`src/hw/rtl/mevq_pkg.sv`:
```
// ----------------------------------------------------------------------------
// mevq_pkg
// Types and constants shared by the masked event queue modules.
// ----------------------------------------------------------------------------
package mevq_pkg;

    localparam int SlotW = 8;
    localparam logic [31:0] RepeatStep = 32'h0001_0000;

    typedef enum logic [2:0] {
        OP_RAW   = 3'd0,
        OP_KEY   = 3'd1,
        OP_MOUSE = 3'd2,
        OP_GET   = 3'd3,
        OP_PEEK  = 3'd4
    } op_t;

    typedef enum logic [2:0] {
        REG_KEY_DOWN = 3'd0,
        REG_KEY_REP  = 3'd1,
        REG_SHIFT    = 3'd2,
        REG_CTRL     = 3'd3,
        REG_ALT      = 3'd4
    } reg_idx_t;

    typedef struct packed {
        logic [2:0]         operation;
        logic [31:0]        source_id;
        logic [31:0]        event_type;
        logic [31:0]        payload;
        logic [31:0]        modifier_bits;
        logic signed [15:0] pos_x;
        logic signed [15:0] pos_y;
        logic [31:0]        timestamp;
        logic [31:0]        type_mask;
    } in_item_t;

    typedef struct packed {
        logic               success;
        logic [31:0]        out_source_id;
        logic [31:0]        out_type;
        logic [31:0]        out_message;
        logic [31:0]        out_modifiers;
        logic signed [15:0] out_x;
        logic signed [15:0] out_y;
        logic [31:0]        out_time;
    } out_item_t;

    typedef struct packed {
        logic [SlotW-1:0] id;
        logic [31:0]      src;
        logic [31:0]      etype;
        logic [31:0]      msg;
        logic [31:0]      mods;
        logic [15:0]      x;
        logic [15:0]      y;
        logic [31:0]      stamp;
    } entry_t;

    typedef struct packed {
        logic shift;
        logic load;
        logic incr;
    } cell_ctl_t;

endpackage

```
`src/hw/rtl/mevq_cell.sv`:
```
// ----------------------------------------------------------------------------
// mevq_cell
// One queue position: loads a new entry, takes its neighbor's entry, or bumps
// the repeat count of the entry it holds.
// ----------------------------------------------------------------------------
module mevq_cell (
    input  logic                         clk,
    input  mevq_pkg::cell_ctl_t          ctl,
    input  mevq_pkg::entry_t             nbr,
    input  mevq_pkg::entry_t             fresh,
    input  logic [mevq_pkg::SlotW-1:0]   rep_id,
    output mevq_pkg::entry_t             entry
);

    mevq_pkg::entry_t entry_reg;
    mevq_pkg::entry_t entry_next;

    always_comb
    begin
        entry_next = entry_reg;
        priority if (ctl.load)
        begin
            entry_next = fresh;
        end
        else if (ctl.shift)
        begin
            entry_next = nbr;
        end
        else if (ctl.incr && (entry_reg.id == rep_id))
        begin
            entry_next.msg = entry_reg.msg + mevq_pkg::RepeatStep;
        end
        else
        begin
            entry_next = entry_reg;
        end
    end

    always_ff @(posedge clk)
    begin
        entry_reg <= entry_next;
    end

    assign entry = entry_reg;

endmodule

```
`config.mk`:
```
export PLATFORM = sky130hd
export DESIGN_NAME = mevq_cell
export DESIGN_NICKNAME = d
export VERILOG_FILES = /design/src/hw/rtl/mevq_pkg.sv /design/src/hw/rtl/mevq_cell.sv
export SDC_FILE = /design/constraint.sdc
export NUM_CORES = 1
export LEC_CHECK = 0
export ABC_AREA = 1
export BUFFER_PORTS_ARGS = -buffer_cell sky130_fd_sc_hd__buf_2
export CAP_MARGIN = 40
export CORE_AREA = 8 8 232 234
export CTS_CLUSTER_DIAMETER = 120
export DETAILED_ROUTE_END_ITERATION = 8
export DIE_AREA = 0 0 240 242
export SYNTH_ARGS = -nofsm -noshare
export SYNTH_HDL_FRONTEND = slang
export SYNTH_SLANG_ARGS = --single-unit
```
`constraint.sdc`:
```
create_clock -name clk -period 3.5 [get_ports clk]
set_input_delay 0.175 -clock clk [delete_from_list [all_inputs] [get_ports clk]]
set_output_delay 0.175 -clock clk [all_outputs]
set_load 0.02 [all_outputs]
```
### Word-level counts from Yosys, hierarchy flattened

Cells that the tools add are included.

* add/sub/neg operators: 1
* equality and inequality tests: 1
* multiplexer cells: 3
* reductions and logical operators: 3

Operators by type and width (number)
* 200-bit two-way mux: 2
* 32-bit by 17-bit adder with 32-bit output (second input constant): 1
* 32-bit two-way mux: 1
* 8-bit == test: 1
* 3-bit nonzero test: 1
* 2-bit nonzero test: 1
* 1-bit logical AND: 1

* flip-flop bits (word level): 200
* bits of input ports: 412
* output and inout bits: 200
* word-level logic and storage cells: 16

### Longest topological paths before layout

Gate-level depths: netlist of the first run.

* depth in word-level cells: 5
* mapped depth: 8
* mapped depth without buffers: 8

### Worst setup path after synthesis of the first run

OpenSTA, ideal clock, no wires.

* path type: input to register
* start: in ctl[1] (netlist bit)
* end: reg entry_reg (netlist bit entry[112]) (enable)
* setup time: 372 ps
* data arrival time: 3414 ps
* data required time: 3128 ps
* slack: -286 ps
* cell stages on the path: 5
* path buffers: 2
* path through: or2_1 -> buf_2 -> clkinv_2 -> buf_6 -> nand2_1

* longest elaborated chain between the ends: 1

RTL lines
* from (decl): line mevq_cell.sv:8 `input mevq_pkg::cell_ctl_t ctl,`
* 3-bit nonzero test (no source line)
* to (signal assigned): line mevq_cell.sv:41 `entry_reg <= entry_next;`
* to (decl): line mevq_cell.sv:15 `mevq_pkg::entry_t entry_reg;`

Every way passes these cells.
A chain may end at the register's enable or synchronous reset.

==> results of run 1 <==
## power breakdown
| part | switching [mW] | total [mW] | leakage [nW] | internal (mW) |
|---|---|---|---|---|
| logic | 0.945 | 1.72 | 6.18 | 0.778 |
| registers | 0.102 | 3.04 | 2.09 | 2.94 |
| clock network | 0.994 | 2.00 | 0.268 | 1.00 |
| total | 2.04 | 6.76 | 8.54 | 4.72 |
## kinds of logic after synthesis
logic type	after synthesis	synth area share, %
AO/OA/AOI/OAI	14	1.03
XOR/XNOR	6	0.555
adder cells (fa/ha/maj)	1	0.132
buffers and inverters	97	4.63
flip-flops	200	63.5
AND/OR/NAND/NOR	678	30.2
## routing by layer
layer | global-route usage, % | part of all wire [%] | vias to the layer above
li1 | - | - | 5239
met1 | 14.6 | 35 | 5190
met2 | 25.3 | 49 | 630
met3 | 6.36 | 12 | 96
met4 | 7.05 | 4.0 | 0
met5 | 0 | 0 | -
## through the flow
stage	hold WS [ns]	instances	cell area [um2]	util, %	power (mW)
floorplan	0.357	996	9460	-	3.76
global placement	0.444	2229	13200	26.2	4.40
detailed placement	0.448	2229	13200	26.2	4.42
CTS	0.000179	2621	17400	34.4	6.83
global route	0.0133	2624	17400	34.4	7.06
finish	0.0452	2625	17400	34.4	6.76
## repair_timing
| item | in CTS | in global routing |
|---|---|---|
| endpoints found under the hold margin | 189 | 0 |
| endpoints found under the setup margin | 0 | 0 |
| hold buffers | 360 | 0 |
## cells in the mapped netlist, types with 3 or more instances
library cell | count | share of area (%)
clkbuf_1 | 14 | 0.56
o21ai_0 | 3 | 0.16
buf_2 | 52 | 2.8
nand3_1 | 221 | 12
o21bai_1 | 5 | 0.40
nor2_1 | 12 | 0.48
o211ai_1 | 5 | 0.40
inv_1 | 28 | 1.1
xnor2_1 | 4 | 0.37
edfxtp_1 | 200 | 63
nand2_1 | 435 | 17
nand4_1 | 3 | 0.20
## worst paths after layout
path / endpoint / slack (ns) / cells past startpoint
setup / recovery: entry[120] / 1.33 / 9
hold / removal: entry[196] / 0.05 / 3
setup reg to reg: entry[120] / 1.33 / 9
hold reg to reg: entry[117] / 0.76 / 2
## layout make-up
cell class,count,area share [%]
Antenna cell,4,0.0576
Clock buffer,19,2.49
Clock inverter,13,0.770
Inverter,29,0.662
Multi-Input combinational cell,699,17.4
Sequential cell,200,34.6
Tap cell,680,4.90
Timing Repair Buffer,981,39.2
## layout by cell type, fill, tap and decap left out, drive strengths merged, types with 4 or more instances in the layout
| cell type | count |
|---|---|
| buf | 621 |
| clkbuf | 19 |
| diode | 4 |
| dlygate4sd3 | 360 |
| edfxtp | 200 |
| inv | 35 |
| nand2 | 435 |
| nand3 | 222 |
| nor2 | 15 |
| o211ai | 5 |
| o21bai | 5 |
| xnor2 | 4 |
## worst max-delay path, delay by kind of cell, from the launching register on
family / cells / cell delay [ns]
adder cells (fa/ha/maj): 1 / 0.24
flip-flops: 1 / 0.47
buffers and inverters: 3 / 0.75
AND/OR/NAND/NOR: 5 / 0.45
==> impl_metrics.tcl, run 1 <==
set metrics [dict create \
    status "complete, no violations" \
    period_minus_slack_ns 2.17 \
    wl_per_cell_um 16.8 \
    drt_iter0_drc 777 \
    critPathSlowestCell "dlygate4sd3_1" \
    grt_max_degree 111 \
    worstPathArrival_ns 2.39 \
    ys_seq_elements 200 \
    largest_reg_flops 200 \
    vias 11200 \
    critPathMostFrequentCell "nand3_1" \
    powerDensity_nw_per_um2 389 \
    gp_congestion 0.948 \
    core_area_um2 50500 \
    cts-buffers-inserted 17 \
    fill_cells 5037 \
    via_per_inst 4.25 \
    setup-violations-final 0 \
    area_growth_pct 83.7 \
    path_class "flip-flop to flip-flop" \
    tns_ns 0 \
    multi_input_area_um2 3020 \
    cts.path.max_buffers 2 \
    antenna_found_initial 3 \
    grtUsageTotal_pct 14.5 \
    die_w_um 240 \
    io_buffers 611 \
    cts_resized 0 \
    initial_core_util_pct 18.7 \
    num_rows 83 \
    die_y_um 242 \
    dieArea_um2 58100 \
    syn_nets 1409 \
    layout_setup_ws_ns 1.33 \
    synth-seq-area-share_pct 63.5 \
    synth_edf_count 200 \
    fmax_mhz 461 \
    crit_required_ns 3.72 \
    seqCellArea_um2 6010 \
    hold_path.class "input pin to flip-flop" \
    drive_above_1_share_pct 34.0 \
    final_antenna_net_count 0 \
    clk_pin_slew_worst_paths_ns 0.08 \
    ios 612 \
    finalWirelength_um 44200 \
    slew_headroom_pct 40.0 \
    synth_cell_types 23 \
    worstPathCellList "ha_1, nand3_1, inv_1, nand2_1, inv_1, nand2_1, nand3_1, nand3_1, dlygate4sd3_1" \
    period_share_pct 62.0 \
    cts_tree "done" \
    async_flop_share_pct 0 \
    grt_pass1_wl_um 65200 \
    skew_ns 0.00633 \
    critPathLaunchType "flip-flop" \
    synthCells 996 \
    drv_cap 0 \
    overflow 0 \
    cp-startpoint "entry[112]" \
    peakVddDrop_uv 293 \
    synth-main-ff-cell "edfxtp_1" \
    hp-start "nbr[196]" \
    drv_slew 0 \
    r2r_start "entry[112]" \
    grt_pass1_vias 11800 \
    slowest_delay_ns 0.55 \
    rsz0062_at_grt "false" \
    cp_max_fo 5 \
    cts.htree.levels 4 \
    dr.pass1.iters 5 \
    drc 0 \
    endpoint_kind "flip-flop" \
    clock_latency_ns 0.47 \
    p_leak_nw 8.54 \
    ys_warn_count 0 \
    avgSynthCellArea_um2 9.50 \
    pre_cts_ws_ns 1.61 \
    cts_root_buf "clkbuf_16" \
    hold_violations 0 \
    final_nets 2341 \
    worstMarginPinSlew_ns 0.900 \
    post_cts_buffers 0 \
    synth_area_um2 9460 \
    clock-sinks 200 \
    dp_hpwl_um 30900 \
]
Note: power is estimated with default switching activity, not from simulation.
==> run 2, diff against run 1 <==
Settings changed: CORE_AREA 8 8 232 234 to 8 8 229 231, DIE_AREA 0 0 240 242 to 0 0 237 239.
Clock period 3.5 ns to 2.1 ns, I/O delays scaled along.
==> run 2 against run 1 <==
Compared with the run above:
- combinational power is 72% higher
- sequential power is 67% higher
- global-route usage is 0.83 points higher
- maximum frequency is 9.7% higher
- non-clock buffer count is 24 higher
- clock skew is 0.0038 ns lower
- largest cell class unchanged
- largest power group unchanged
- highest routed layer unchanged
==> impl_metrics.tcl, run 2 (synthesis results as in run 1) <==
set metrics [dict create \
    status "complete, no violations" \
    via_per_inst 4.39 \
    endpoint_kind "flip-flop" \
    clock-sinks 200 \
    tns_ns 0 \
    grtUsageTotal_pct 15.3 \
    drv_slew 0 \
    vias 11400 \
    worstPathArrival_ns 2.20 \
    critPathLaunchType "flip-flop" \
    peakVddDrop_uv 411 \
    drive_above_1_share_pct 33.7 \
    final_nets 2365 \
    drv_cap 0 \
    cp_max_fo 5 \
    fill_cells 4722 \
    final_antenna_net_count 0 \
    largest_reg_flops 200 \
    hold_violations 0 \
    overflow 0 \
    pre_cts_ws_ns 0.453 \
    post_cts_buffers 0 \
    clk_pin_slew_worst_paths_ns 0.07 \
    finalPower_mw 11.3 \
    crit_required_ns 2.32 \
    stdcell_area_um2 17600 \
    io_buffers 611 \
    skew_ns 0.00256 \
    area_growth_pct 85.8 \
    dp_hpwl_um 32200 \
    setup-violations-final 0 \
    cts-buffers-inserted 17 \
    cts_root_buf "clkbuf_16" \
    die_y_um 239 \
    layout_commonest_cell "buf_2" \
    cts.htree.levels 4 \
    dieArea_um2 56600 \
    gp_congestion 0.909 \
    period_minus_slack_ns 1.98 \
    antenna_found_initial 5 \
    fin_cells 2588 \
    die_w_um 237 \
    placed_cell_area_um2 13200 \
    rsz0062_at_grt "false" \
    finalWirelength_um 45300 \
    whs_ns 0.0198 \
    num_rows 81 \
    clock_latency_ns 0.47 \
    core_area_um2 48500 \
    layout_setup_ws_ns 0.123 \
    grt_pass1_vias 11900 \
    cts_resized 0 \
    powerDensity_nw_per_um2 642 \
    p_leak_nw 8.68 \
    grt_pass1_wl_um 67600 \
    ios 612 \
    path_class "flip-flop to flip-flop" \
    final_cell_mix "buf_2, nand2_1, dlygate4sd3_1" \
    drc 0 \
    fmax_mhz 506 \
    slew_headroom_pct 62.0 \
    cts_tree "done" \
    grt_max_degree 108 \
    drt_iter0_drc 790 \
    hold_path.class "input pin to flip-flop" \
    cts.path.max_buffers 2 \
    dr.pass1.iters 5 \
    wl_per_cell_um 17.5 \
    final_core_util_pct 36.2 \
    place_inst 2174 \
    initial_core_util_pct 19.5 \
    worstMarginPinSlew_ns 0.570 \
    period_share_pct 94.1 \
    hold_buffers 381 \
]
==> run 2: cell types whose count changed in the layout (fill, tap and decap cells not counted), sizes merged <==
| cell | before | now |
|---|---|---|
| clkbuf | 19 | 18 |
| clkinv | 3 | 7 |
| dlygate4sd3 | 360 | 381 |
| diode | 4 | 1 |
| inv | 35 | 34 |
| buf | 621 | 624 |
| clkinvlp | 3 | 1 |
==> run 2: layout make-up <==
| class | count | area (um2) | area share [%] |
|---|---|---|---|
| Tap cell | 622 | 778 | 4.43 |
| Clock inverter | 14 | 138 | 0.783 |
| Multi-Input combinational cell | 699 | 3020 | 17.2 |
| Sequential cell | 200 | 6010 | 34.2 |
| Inverter | 29 | 115 | 0.655 |
| Clock buffer | 18 | 429 | 2.44 |
| Antenna cell | 1 | 2.50 | 0.0142 |
| Timing Repair Buffer | 1005 | 7090 | 40.3 |
==> run 2: per-layer routing <==
layer,GRT usage [%],part of all wire (%),up-vias
met3,6.10,11,113
met5,0,0,-
li1,-,-,5278
met2,26.6,49,727
met1,16.1,36,5249
met4,7.60,4.1,0
==> run 2: worst paths after layout <==
| check | from | slack [ns] | end | cells after the start |
|---|---|---|---|---|
| setup / recovery | entry[112] | 0.12 | entry[116] | 5 |
| hold / removal | nbr[196] | 0.02 | entry[196] | 3 |
| setup reg to reg | entry[112] | 0.12 | entry[116] | 5 |
| hold reg to reg | entry[118] | 0.72 | entry[118] | 2 |
==> run 2: power by group <==
group	leakage (nW)	internal [mW]	switching, mW
Clock	0.278	1.66	1.61
Combinational	6.31	1.34	1.60
Sequential	2.09	4.89	0.174
==> run 2: worst max-delay path: stages (launching register included) <==
cell           delay (ns)
edfxtp_1             0.47
ha_1                 0.27
nand3_1              0.15
xor2_1               0.18
o211ai_1             0.10
dlygate4sd3_1        0.56
